`src/sv/assert_macros.svh`:
```
// Concurrent assertion helpers, compiled out for synthesis
`ifndef ASSERT_MACROS_SVH
`define ASSERT_MACROS_SVH
`ifndef SYNTHESIS
`define DQVL_ASSERT(label, clk, rst_n, prop) \
	label: assert property (@(posedge clk) disable iff (!rst_n) prop) \
		else $error("dqvl assertion failed");
`define DQVL_IMPLIES(label, clk, rst_n, ante, cons) \
	label: assert property (@(posedge clk) disable iff (!rst_n) (ante) |-> (cons)) \
		else $error("dqvl implication failed");
`else
`define DQVL_ASSERT(label, clk, rst_n, prop)
`define DQVL_IMPLIES(label, clk, rst_n, ante, cons)
`endif
`endif

```
`src/sv/dqvl_div.sv`:
```
module dqvl_div #(
	parameter int QW = 15,
	parameter int DW = 16,
	parameter int SW = 1
) (
	input  logic          clk,
	input  logic          arst_n,
	input  logic          adv,
	input  logic          in_valid,
	input  logic [QW-1:0] in_num,
	input  logic [DW-1:0] in_div,
	input  logic [SW-1:0] in_side,
	output logic          out_valid,
	output logic [QW-1:0] out_quo,
	output logic [SW-1:0] out_side
);
	logic          v_s    [QW];
	logic [DW-1:0] r_s    [QW];
	logic [DW-1:0] dv_s   [QW];
	logic [QW-1:0] q_s    [QW];
	logic [SW-1:0] side_s [QW];

	for (genvar k = 0; k < QW; k++) begin : g_stage
		logic          pv;
		logic [DW-1:0] pr, pdv;
		logic [QW-1:0] pq;
		logic [SW-1:0] pside;
		logic [DW:0]   r_n, dx, diff;

		if (k == 0) begin : g_first
			assign pv    = in_valid;
			assign pr    = {{(DW-QW){1'b0}}, in_num};
			assign pdv   = in_div;
			assign pq    = '0;
			assign pside = in_side;
		end else begin : g_next
			assign pv    = v_s[k-1];
			assign pr    = r_s[k-1];
			assign pdv   = dv_s[k-1];
			assign pq    = q_s[k-1];
			assign pside = side_s[k-1];
		end

		assign r_n  = {pr, 1'b0};
		assign dx   = {1'b0, pdv};
		assign diff = r_n - dx;

		always_ff @(posedge clk or negedge arst_n) begin
			if (!arst_n)
				v_s[k] <= 1'b0;
			else if (adv)
				v_s[k] <= pv;
		end

		always_ff @(posedge clk) begin
			if (adv) begin
				dv_s[k]   <= pdv;
				side_s[k] <= pside;
				if (r_n >= dx) begin
					r_s[k] <= diff[DW-1:0];
					q_s[k] <= {pq[QW-2:0], 1'b1};
				end else begin
					r_s[k] <= r_n[DW-1:0];
					q_s[k] <= {pq[QW-2:0], 1'b0};
				end
			end
		end
	end

	assign out_valid = v_s[QW-1];
	assign out_quo   = q_s[QW-1];
	assign out_side  = side_s[QW-1];
endmodule

```
`config.mk`:
```
export PLATFORM = sky130hd
export DESIGN_NAME = dqvl_div
export DESIGN_NICKNAME = d
export VERILOG_FILES = /design/src/sv/assert_macros.svh /design/src/sv/dqvl_div.sv
export SDC_FILE = /design/constraint.sdc
export NUM_CORES = 1
export LEC_CHECK = 0
export BUFFER_PORTS_ARGS = -buffer_cell sky130_fd_sc_hd__buf_4
export CAP_MARGIN = 20
export CORE_MARGIN = 2
export CORE_UTILIZATION = 32
export CTS_CLUSTER_DIAMETER = 50
export DETAILED_ROUTE_END_ITERATION = 8
export GPL_TIMING_DRIVEN = 0
export HOLD_SLACK_MARGIN = 0.03
export SLEW_MARGIN = 10
export SYNTH_ARGS = -nofsm -noshare
export SYNTH_HDL_FRONTEND = slang
export SYNTH_SLANG_ARGS = --single-unit
```
`constraint.sdc`:
```
create_clock -name clk -period 3.7 [get_ports clk]
set_input_delay 1.11 -clock clk [delete_from_list [all_inputs] [get_ports clk]]
set_output_delay 1.11 -clock clk [all_outputs]
set_load 0.005 [all_outputs]
```
Yosys cells after proc, flatten, opt, wreduce, memory -nomap -nowiden:

Memory sizes are Yosys's and may differ from the RTL's.
Cells that the tools add are included.

* register bits: 15
* RAM bits: 720
* output and inout port bits: 17
* memories kept: 4

Memories
* dv_s: depth 15, bits a word 16, rd ports 14, clocked after Yosys merged registers in 0, write ports 15, RTL line dqvl_div.sv:19 `logic [DW-1:0] dv_s [QW];`
* r_s: depth 15, bits a word 16, rd ports 14, clocked after Yosys merged registers in 0, write ports 15, RTL line dqvl_div.sv:18 `logic [DW-1:0] r_s [QW];`
* q_s: depth 15, bits a word 15, rd ports 15, clocked after Yosys merged registers in 0, write ports 15, RTL line dqvl_div.sv:20 `logic [QW-1:0] q_s [QW];`
* side_s: depth 15, bits a word 1, rd ports 15, clocked after Yosys merged registers in 0, write ports 15, RTL line dqvl_div.sv:21 `logic [SW-1:0] side_s [QW];`

* add/sub/neg operators: 15
* order comparisons: 15
* mux-type cells: 122
* bitwise logic cells: 30

Operators with widths (count)
* 16-bit two-way mux: 15
* 16-bit subtractor: 15
* 17-bit by 16-bit greater-or-equal comparator with 1-bit output: 14
* 15-bit two-way mux: 15
* 1-bit two-way mux: 92
* 1-bit OR: 30
* 16-bit greater-or-equal comparator: 1

Depth between registers and ports, before layout:

Gate-level depths: netlist of the first run.
An unclocked memory read counts as a cell.

* depth after elaboration: 6
* gate-level depth with buffers: 11
* mapped depth without buffers: 10

Worst setup path before layout of the first run:

Ideal clock, no wire load.

* path type: input port to flip-flop
* start point: in in_div[9]
* end point: mem r_s[0][10], data pin
* setup time: 260 ps
* arrival time: 3059 ps
* required time: 3440 ps
* slack: 381 ps
* cell stages on the path: 11
* path buffers: 2
* path through: inv_1 ha_1 clkbuf_1 a21oi_1 o21ai_1 nand3_1 nand2_1 a2111oi_2 nor2_1 buf_2 mux2_2

RTL lines
* from (decl): RTL line dqvl_div.sv:11 `input logic [DW-1:0] in_div,`
* to (decl): RTL line dqvl_div.sv:18

==> results of run 1 <==
-- path summary, 6_finish.rpt --
check                                     start                         to  slack (ns)  cells past startpoint
min reg2reg                q_s[1][20]$_DFFE_PP_       q_s[1][36]$_DFFE_PP_        0.40                      0
max                                   in_num[0]       r_s[0][10]$_DFFE_PP_        0.21                     11
max in group asynchronous                arst_n  g_stage[5].pv$_DFFE_PN0P_        3.19                      1
min                                      arst_n      out_valid$_DFFE_PN0P_        0.32                      1
min in group clk           q_s[1][20]$_DFFE_PP_       q_s[1][36]$_DFFE_PP_        0.40                      0
max reg2reg                r_s[1][24]$_DFFE_PP_       r_s[1][47]$_DFFE_PP_        0.24                     10
-- cell families (layout without fill, tap and decap cells) --
logic type / Yosys count / after routing / synth area share
AO/OA/AOI/OAI: 635 / 635 / 0.128
XOR/XNOR: 154 / 154 / 0.0412
adder cells (fa/ha/maj): 253 / 253 / 0.0998
buffers and inverters: 355 / 572 / 0.0422
flip-flops: 598 / 598 / 0.545
multiplexers: 198 / 198 / 0.0680
other: 0 / 1 / 0
AND/OR/NAND/NOR: 509 / 509 / 0.0757
-- layout make-up --
class                      count  share of cell area
tap                         1368              0.0451
clock buffer                  94              0.0559
multi-input combinational   1749               0.357
inverter                     296              0.0293
clock inverter                60              0.0183
buffer                        59             0.00755
antenna                        1           0.0000660
sequential                   598               0.471
timing repair buffer          63              0.0162
-- registers in the layout, indices dropped and copies added (netlist names) --
signal      cells
dv_s          224
g_stage.pv     14
out_valid       1
q_s           120
r_s           224
side_s         15
-- metal layers --
| metal | track usage | routed length (um) |
|---|---|---|
| met5 | 0 | 0 |
| met4 | 0.0700 | 3320 |
| met3 | 0.0225 | 2100 |
| met2 | 0.264 | 37800 |
| met1 | 0.122 | 23900 |
-- power groups by stage --
stage,Sequential (mW),Clock [mW],Combinational [mW]
after floorplan,10.1,0,8.78
after global placement,10.4,0,10.9
after detailed placement,10.4,0,11.0
after CTS,10.3,8.15,11.1
after global routing,10.5,8.42,12.5
final,10.3,7.91,11.1
-- cell usage after synthesis, drive strengths merged, types with 12 or more instances --
cell type and number:
o21a 56, edfxtp 581, buf 16, ha 239
dfrtp 15, a21o 51, o211ai 22, and2 27
fa 14, mux2i 22, o21bai 12, nor2 136
xor2 44, a31oi 25, and3 21, nand2 149
mux2 176, xnor2 110, a21boi 16, clkbuf 43
inv 296, nor3 21, a21oi 182, o21ai 145
nand4 18, a211oi 26, nor2b 42, o31a 15
nand2b 22, o31ai 21, nand3 30
-- what timing repair did --
| action | CTS | global route |
|---|---|---|
| setup endpoints to repair | 192 | 12 |
| pin swaps | 0 | 0 |
| resized for setup | 6 | 2 |
| gates cloned | 1 | 0 |
-- through the flow --
step / total power [mW] / instances / TNS (ns) / hold slack, ns / instance area [um2]
after floorplan: 18.9 / 2702 / 0 / 0.400 / 32800
after global placement: 21.3 / 4122 / -1531.56 / 0.401 / 34900
after detailed placement: 21.5 / 4131 / -248.33 / 0.405 / 35000
after CTS: 29.6 / 4286 / 0 / 0.272 / 37900
after global routing: 31.3 / 4287 / 0 / 0.298 / 37900
final: 29.3 / 4288 / 0 / 0.324 / 37900
==> results summary, run 1 <==
The run finished with clean final reports. The number of max-cap violations came out at 0. The maximum count of clock buffers along a single path came out at 3. The fill cell total of the finished layout is 9911.

Measured against its own limit, the worst slew margin works out to 0.340. The total DRC errors in the routed layout came out at 0. The count of hold-fix buffers inserted at cts is 0. The growth of design area from synthesis to finish came out at 15.8%. The placement-stage worst setup slack came out at -1.32 ns. The clock latency on the worst-skew pair came out at 0.65 ns. The overall global routing resource usage came out at 0.130.

The core box area is 102000 um2. The share of total power dissipated in the clock network is 0.270. The fraction of synthesized cell area taken by the top area cell type came out at 0.532.

The family with the most delay on the worst path is simple AND/OR/NAND/NOR gates. The half-perimeter wire length after detailed placement came out at 50900 um. The number of buffers created by CTS is 83. The final net count came out at 3139.

Internal power comes to 19.6 mW. The slowest stage of the critical path is the nor2_1 cell. The number of hold-slack violations in the final timing report was 0. The share of synthesized area occupied by flip-flops and latches came out at 0.545.

The length of the first detailed-routing pass in iterations is 5. The overall overflow remaining after global route came out at 0. Setup slack on the critical path of the routed design comes to 0.211 ns. The portion of total power attributed to sequential cells is 0.351.

The cell leakage power came out at 15.0 nW. The analysis attributes to net switching a power of 9.76 mW. The number of antenna violations at the first check in global routing came to 0. The transition time at the pin with the least slew margin came out at 0.991 ns. The synthesized design spends more area on one cell type than any other, namely edfxtp_1. In this run, synthesis produced a sequential element count of 598.

Clock-pin slew was measured on the worst setup and hold paths at 0.05 ns. For the final database, setup skew stands at 0.0467 ns. In this run the power density over the cells is 773 nW/um2.

The average wire per cell in the routed design is 15.7 um. The count of boundary I/O pins is 53. Each instance of the synthesized netlist takes up on average 12.1 um2. The count of nets left with antenna violations once routing finished came out at 0. The wire length of the first global-routing pass is 108000 um. The worst setup path is launched from an input port. Across all layers, the routed design uses 20600 vias. The area of the die is 105000 um2. In this run the worst hold path is classified as input port to asynchronous set/reset pin. Setup repair after global routing left no endpoint under its margin. The utilization of the core after routing came out at 0.373. After synthesis, the share of flip-flops with an asynchronous set or reset is 0.0251.

The ratio of routed vias to standard cells came out at 4.79. STA puts the critical path data required time at 4.08 ns. The number of enable flip-flop cells after synthesis came out at 581. The stage delay of the slowest cell on the critical path is 0.57 ns.

The final worst-path cycle share is 0.943. The violation count after the first detailed-routing iteration is 941. The initialized floorplan defines 117 standard-cell rows.

The die width came out at 324 um. Among all flip-flop cells after synthesis, the most frequent one is edfxtp_1. For this run, the number of Yosys warnings is 0. The worst path needs 3.49 ns of the cycle, external delays included. The via count of the first global-routing pass is 21600. The number of instances in the synthesized netlist came out at 2702. The worst-case vdd ir drop is 0.000392 V.

The critical-path maximum fanout came out at 10. Counting every net in the synthesized netlist gives 2991. The type of the setup path with the least slack is input port to register. The final setup violation count is 0.

The post-synth design cell area is 32800 um2. The placer congestion estimate is 0.869. Walking the worst path, the cells encountered are buf_4 -> inv_1 -> fa_1 -> nand2b_1 -> a21o_1 -> a21oi_1 -> o21bai_1 -> a2111oi_2 -> nor2_1 -> buf_2 -> mux2_2. Based on the critical path, the design can be clocked at up to 287 MHz. The buffer count from post-CTS setup fixing is 0.

The clock sink count is 598. In the layout the commonest cells are edfxtp_1 (581), inv_1 (295), ha_1 (239). The endpoint arrival time on the critical path is 3.87 ns. In this run the clock root is driven by a clkbuf_16. The number of distinct library cell variants in the gate-level netlist after synthesis came out at 87. The net switching share of the total power came out at 0.333.

During placement, the flow inserted port buffers numbering 52. The die is 324 um tall. TritonCTS built the clock tree.

Together, buffers and inverters on the worst path number 3. The largest net degree at the start of global routing came out at 90. The routed wire length is 67200 um.

The count of pins over their slew limit is 0. The share of post-route cells with drive strength above 1 came out at 0.149. The sequential cells in the finished layout cover a total of 17900 um2. The CTS H-tree depth is 3. Yosys attributes the largest share of cell area to edfxtp_1 (53%), ha_1 (9.1%), mux2_2 (5.8%). STA classifies the critical path endpoint as a register. The multi-input gate area in the final layout is 13500 um2.

Leaving out fill and tap cells, the most frequent cell in the layout is edfxtp_1. Of the total power, combinational logic draws 0.380. The initial utilization of the core area, before any placement, comes to 0.323.
No activity file was read; power rests on OpenSTA's default activity.
==> run 2: changes to the inputs <==
RECOVER_POWER = 100   (was not set)
==> run 2 against run 1 <==
Compared with the run above:
- the run now ends with capacitance limit, slew limit left
- largest cell class unchanged
- sequential cell count did not move
- clock power barely moved
- non-clock buffer count did not move
- sequential share of layout area rose by 0.32 points
- power fell by 0.51%
- first-iteration DRC count fell by 3.0%
==> results summary, run 2 (synthesis gave the netlist of run 1 again) <==
The worst setup path is launched from an input port. The final reports fail on capacitance limit, slew limit. The area of the die is 105000 um2 (unchanged).

The flow ran to the end, but the final reports show violations. The total DRC errors in the routed layout came out at 0 (unchanged). The met3 usage was 0.0225 (unchanged).

The number of buffers created by CTS came to 83 (unchanged). The placer congestion estimate came to 0.869 (unchanged). The core box area came out at 102000 um2 (unchanged). The kind of capture point of the worst setup path is a register. The final period demand of the worst path is 3.54 ns (+0.0533 ns).

The largest net degree at the start of global routing came out at 90 (unchanged). The number of antenna violations at the first check in global routing came out at 0 (unchanged). TritonCTS built the clock tree. The worst-case vdd ir drop is 0.000392 V (-0.14%). The number of max-cap violations is 3 (+3). The die width is 324 um (unchanged). The starting density of the core came out at 0.323 (unchanged). The half-perimeter wire length after detailed placement is 50900 um (unchanged). The final setup violation count was 0 (unchanged). The utilization of the core after routing is 0.371 (-0.00254). The average wire per cell in the routed design came out at 15.7 um (about the same).

The count of antenna-violating nets left after detailed routing is 0 (unchanged). In this run the clock root is driven by a clkbuf_16. The worst clock skew on the final layout is 0.0463 ns (-0.000334 ns). The CTS H-tree depth came out at 3 (unchanged). The cell depth of the worst hold path came out at 0.

The achievable clock frequency was 282 MHz (-1.5%). The count of boundary I/O pins is 53 (unchanged). The global-route track usage on met2 is 0.264 (unchanged). The number of hold-slack violations in the final timing report is 0 (unchanged). The met1 global-route usage came to 0.122 (unchanged). The placement-stage cell area came to 35000 um2 (unchanged). The post-layout instance area came out at 37700 um2 (-0.68%). In this run the worst hold path is classified as register to register.

The final worst-path cycle share is 0.957 (+0.0144). The final net count is 3139 (unchanged). The overall global routing resource usage is 0.130 (unchanged). The transition time at the pin with the least slew margin is 1.81 ns (+0.815 ns). The violation count after the first detailed-routing iteration was 913 (-3.0%). The critical-path maximum fanout is 10 (unchanged). The ratio of routed vias to standard cells is 4.80 (about the same).

The slack of the worst reg-to-reg path came out at 0.18 ns (-0.06 ns). The via count of the first global-routing pass came out at 21600 (unchanged). The length of the first detailed-routing pass in iterations was 5 (unchanged).

The share of post-route cells with drive strength above 1 is 0.135 (-0.0137). The count of pins over their slew limit is 87 (+87). The required time of the critical path is 4.08 ns (about the same). The worst relative slew slack is -0.204 (-0.544).

The maximum count of clock buffers along a single path is 3 (unchanged). The die height came to 324 um (unchanged). The fill cell total of the finished layout came out at 9954 (+0.43%). The row count came out at 117 (unchanged). The wire length of the first global-routing pass was 108000 um (unchanged). The routed wire length came out at 67100 um (about the same). The worst setup path is of the input port to register kind.

Setup repair after global routing left no endpoint under its margin. The worst hold slack came out at 0.400 ns (+0.0759 ns). The clock transition at the register clock pins on the worst setup and hold paths after CTS is 0.06 ns (about the same). The top cell types in the final layout, fill and taps aside, are edfxtp_1 (581), inv_1 (296), ha_1 (239).

The number of buffer cells added on primary ports was 52 (unchanged). The endpoint arrival time on the critical path is 3.92 ns (+0.05 ns). The growth of design area from synthesis to finish came out at 15.0%. The number of cells in the finished layout apart from fillers came out at 4288 (unchanged).

The overall overflow remaining after global route is 0 (unchanged). The worst reg2reg path depth came out at 9 (-1). The clock latency on the worst-skew pair was 0.66 ns (about the same). The buffer count from post-CTS setup fixing was 0 (unchanged). The peak-usage layer in the global routing report is met2. The power per standard cell area came to 774 nW/um2 (+0.18%).

The routed via count came out at 20600 (+0.015%). The largest registers in the layout are dv_s: 224 flops, r_s: 224 flops, q_s: 120 flops. The post-placement cell count is 4131 (unchanged). The clock sink count is 598 (unchanged). Leaving out fill and tap cells, the most frequent cell in the layout is edfxtp_1. The cell leakage power came to 14.9 nW (-1.1%).
==> run 2: metrics by stage <==
stage / total power, mW / worst slack [ns] / setup TNS, ns
finish: 29.2 / 0.158 / 0
global route: 31.2 / 0.0244 / 0
CTS: 29.6 / 0.0659 / 0
detailed placement: 21.5 / -1.32 / -248.33
global placement: 21.3 / -3.35 / -1531.56
floorplan: 18.9 / 0.381 / 0
==> run 2: critical path: stages <==
cell,delay [ns]
clkbuf_1,0.15
inv_1,0.06
ha_1,0.28
ha_1,0.13
nand2b_1,0.10
a21o_1,0.11
a21oi_1,0.09
o21bai_1,0.31
a2111oi_2,0.15
nor2_1,0.59
clkbuf_2,0.43
mux2_2,0.39
==> run 2: power by group <==
part           switching, mW  leakage (nW)  internal (mW)
registers              0.730          5.86           9.55
clock network           3.14          1.33           4.77
logic                   5.86          7.66           5.12
==> run 2: path summary, 6_finish.rpt <==
check | from | endpoint
setup / recovery | in_div[1] | r_s[0][10]$_DFFE_PP_
hold / removal | q_s[1][20]$_DFFE_PP_ | q_s[1][36]$_DFFE_PP_
setup reg to reg | r_s[1][65]$_DFFE_PP_ | r_s[1][93]$_DFFE_PP_
min in group asynchronous | arst_n | out_valid$_DFFE_PN0P_
hold reg to reg | q_s[1][20]$_DFFE_PP_ | q_s[1][36]$_DFFE_PP_
max in group asynchronous | arst_n | g_stage[5].pv$_DFFE_PN0P_
==> run 2: cell type report <==
class / count / area, um2 / share of cell area
diodes: 1 / 2.50 / 0.0000664
plain buffers: 59 / 279 / 0.00741
well taps: 1368 / 1710 / 0.0454
multi-input cells: 1749 / 13500 / 0.357
inverters: 296 / 1110 / 0.0295
repair buffers: 63 / 440 / 0.0117
flip-flops and latches: 598 / 17900 / 0.474
clock buffers: 94 / 2120 / 0.0562
clock inverters: 60 / 693 / 0.0184
==> run 2: what timing repair did <==
action,in CTS,in global routing
endpoints found under the setup margin,192,12
gates resized for setup,6,2
hold buffers,0,0
cloned,1,0
==> run 2: layer usage <==
metal	vias to the layer above	share of wire
li1	10200	-
met1	9776	0.36
met2	350	0.56
met3	192	0.032
met4	0	0.050
met5	-	0
==> run 3: changes to the inputs <==
ABC_AREA = 1   (was not set)
==> run 3 against run 2 <==
Compared with the run above:
- the run still ends with capacitance limit, slew limit left
- sequential cell count did not move
- hold slack improved by 0.0038 ns
- sequential power barely moved
- highest routed layer unchanged
==> results summary, run 3 <==
The violation count after the first detailed-routing iteration came out at 1723 (+89%). The starting density of the core is 0.323 (about the same). The clock transition at the register clock pins on the worst setup and hold paths after CTS is 0.05 ns (about the same).

The number of enable flip-flop cells after synthesis is 581 (unchanged). The count of hold-fix buffers inserted at cts came out at 0 (unchanged). STA classifies the critical path startpoint as an input port.

The cell leakage power is 19.1 nW (+29%). Yosys instantiated no cell more often than nand2_1. The worst-case vdd ir drop is 0.000368 V (-6.2%). TritonCTS built the clock tree.

The overall global routing resource usage is 0.150 (+0.0194). The critical path is of the input port to register type. In the final layout, the registers with the most flip-flops are dv_s: 224 flops, r_s: 224 flops, q_s: 120 flops. The min-delay analysis places its worst path in the category register to register.

The ratio of routed vias to standard cells is 4.62 (-3.7%). The slack of the worst reg-to-reg path is 1.10 ns (+0.92 ns). The average footprint of a synthesized cell was 8.70 um2 (-28%). The routed wire length came out at 84000 um (+25%). The growth of design area from synthesis to finish came out at 14.2%. Of all cell types, the one taking the most synthesized area is edfxtp_1. The critical path ends at r_s[0][72]$_DFFE_PP_. The number of cells in the finished layout apart from fillers came out at 5663 (+32%). The post-synth design cell area is 35100 um2 (+7.2%). The critical-path maximum fanout is 78 (+68). The via count of the first global-routing pass came to 25200 (+17%). After detailed routing, no signal wire sits above met4. The final setup violation count is 0 (unchanged). The largest net degree at the start of global routing is 100 (+11%). The checks that failed: capacitance limit, slew limit. The worst relative slew slack is -0.114 (+0.0901). The total met3 wirelength after detailed routing was 3560 um (+66%). The fraction of synthesized cell area taken by the top area cell type was 0.497 (-0.0358). The routed via count is 26100 (+27%). The required time of the critical path came to 4.07 ns (about the same). The half-perimeter wire length after detailed placement is 65300 um (+28%).

The count of instances resized after the clock tree is built is 0 (-6). The number of nets produced by synthesis came out at 4327 (+45%). The worst clock skew on the final layout came out at 0.0294 ns (-0.0170 ns). The achievable clock frequency came out at 298 MHz (+5.4%). The overall overflow remaining after global route was 0 (unchanged). The endpoint arrival time on the critical path came out at 3.73 ns (-0.19 ns). The sum of routed wire segments on met1 came out at 37300 um (+56%). The startpoint of the worst-slack reg-to-reg timing path is dv_s[0][104]$_DFFE_PP_. Among all flip-flop cells after synthesis, the most frequent one is edfxtp_1. The CTS H-tree depth came to 3 (unchanged). The final period demand of the worst path is 3.36 ns (-0.182 ns). The clock latency on the worst-skew pair is 0.63 ns (-0.03 ns). The share of post-route cells with drive strength above 1 is 0.0643 (-0.0711). The post-placement cell count is 5508 (+33%). The final net count came out at 4472 (+42%). The final worst-path cycle share is 0.908 (-0.0491).

The clock sink count came to 598 (unchanged). The average wire per cell in the routed design came out at 14.8 um (-5.3%). The flop and latch count out of synthesis was 598 (unchanged). In the layout the commonest cells are nand2_1 (1406), inv_1 (631), edfxtp_1 (581). The run finished, with violations left. The power per standard cell area is 740 nW/um2 (-4.4%).

The area of the die is 112000 um2 (+7.1%). The worst hold slack came out at 0.403 ns (+0.00382 ns). The maximum count of clock buffers along a single path is 3 (unchanged). The number of buffers created by CTS is 84 (+1.2%). In this run the clock root is driven by a clkbuf_16. The number of hold-slack violations in the final timing report is 0 (unchanged). Setup repair after global routing left no endpoint under its margin.

The number of max-cap violations was 3 (unchanged). The buffer count from post-CTS setup fixing came out at 0 (unchanged). The core box area is 109000 um2 (+7.1%). The die width came out at 335 um (+3.5%). The fraction of registers with async set or reset after synthesis is 0.0251 (unchanged).

The count of pins over their slew limit is 59 (-32%). The number of distinct library cell variants in the gate-level netlist after synthesis is 36 (-59%). The count of boundary I/O pins came to 53 (unchanged). In this run the worst setup path begins at adv. The most common library cell in the layout ignoring fill and taps is nand2_1. The share of synthesized area occupied by flip-flops and latches is 0.508 (-0.0366). The number of antenna violations at the first check in global routing came out at 0 (unchanged). In the synthesized netlist, the cells that appear most often are nand2_1 (1405), inv_1 (630), edfxtp_1 (581).

The routed length on met2 is 40500 um (+7.3%). The die height is 335 um (+3.5%). The worst reg2reg path depth is 13 (+4).

The wire length of the first global-routing pass is 134000 um (+24%). Sorting the synthesized cells by area gives the leading types as edfxtp_1 (50%), nand2_1 (15%), ha_1 (8.5%). The number of instances in the synthesized netlist is 4038 (+49%). The placer congestion estimate is 0.889 (+2.3%). The total negative slack was 0 ns (unchanged). The number of buffer cells added on primary ports came out at 52 (unchanged).

The length of the first detailed-routing pass in iterations is 6 (+1). The transition time at the pin with the least slew margin was 1.67 ns (-0.135 ns). The count of antenna-violating nets left after detailed routing came out at 0 (unchanged). The end of the worst register-to-register path is r_s[0][118]$_DFFE_PP_. The synthesis warning total came out at 0 (unchanged).

The row count is 121 (+3.4%). The worst setup path is captured at a register. The total DRC errors in the routed layout is 0 (unchanged). The number of inserted diodes came out at 0 (-1).
## run 3: logic make-up (layout without fill, tap and decap cells)
kind of cell,count (synthesis),in the layout,share of synthesized area
AOI/OAI and AO/OA,278,278,0.0459
xor gates and xnor gates,98,98,0.0244
adders and majority gates,253,253,0.0931
buffers and inverters,694,905,0.0788
DFF,598,598,0.508
and+or+nand+nor,2117,2117,0.249
## run 3: how the worst min path moves through the flow
| stage | startpoint | to | slack [ns] | cells past startpoint |
|---|---|---|---|---|
| 2_1_floorplan | q_s[0][90]$_DFFE_PP_ | q_s[0][106]$_DFFE_PP_ | 0.40 | 0 |
| 3_3_place_gp | side_s[11]$_DFFE_PP_ | side_s[12]$_DFFE_PP_ | 0.40 | 0 |
| 3_5_place_dp | q_s[0][95]$_DFFE_PP_ | q_s[0][111]$_DFFE_PP_ | 0.40 | 0 |
| 4_1_cts | arst_n | out_valid$_DFFE_PN0P_ | 0.30 | 1 |
| 5_1_grt | q_s[0][30]$_DFFE_PP_ | q_s[0][46]$_DFFE_PP_ | 0.41 | 0 |
| 6_report | side_s[7]$_DFFE_PP_ | side_s[8]$_DFFE_PP_ | 0.40 | 0 |
## run 3: per-stage QoR
stage | cell area [um2] | util | setup WS (ns) | total power, mW
4_1_cts | 40300 | 0.370 | 0.459 | 29.9
6_report | 40100 | 0.368 | 0.339 | 29.7
3_3_place_gp | 37300 | 0.343 | -2.31 | 21.5
3_5_place_dp | 37400 | 0.343 | -0.204 | 21.6
5_1_grt | 40100 | 0.368 | 0.164 | 32.0
2_1_floorplan | 35100 | - | 0.995 | 18.5
## run 3: worst max-delay path: stages
cell	delay [ns]
buf_8	0.36
buf_16	0.40
inv_1	0.32
buf_6	0.30
nor3_2	0.13
o21ai_0	0.18
a31oi_4	0.34
nand2_4	0.13
buf_6	0.17
nand2_1	0.07
nand2_1	0.09
## run 3: power by group
| group | internal, mW | total (mW) | switching [mW] |
|---|---|---|---|
| clock | 5.07 | 8.16 | 3.09 |
| sequential | 9.38 | 10.3 | 0.905 |
| combinational | 3.98 | 11.2 | 7.26 |
| total | 18.4 | 29.7 | 11.3 |
## run 3: cell type report
cell class / instances / area [um2]
clock buffers: 94 / 2140
multi-input cells: 2746 / 14500
inverters: 632 / 2370
fillers: 11000 / 68700
clock inverters: 58 / 723
repair buffers: 59 / 380
well taps: 1414 / 1770
plain buffers: 62 / 384
flip-flops and latches: 598 / 17900
## run 3: per-layer routing
layer / vias to the layer above / GRT usage
li1: 13500 / -
met1: 11900 / 0.191
met2: 591 / 0.260
met3: 166 / 0.0215
met4: 0 / 0.0500
met5: - / 0
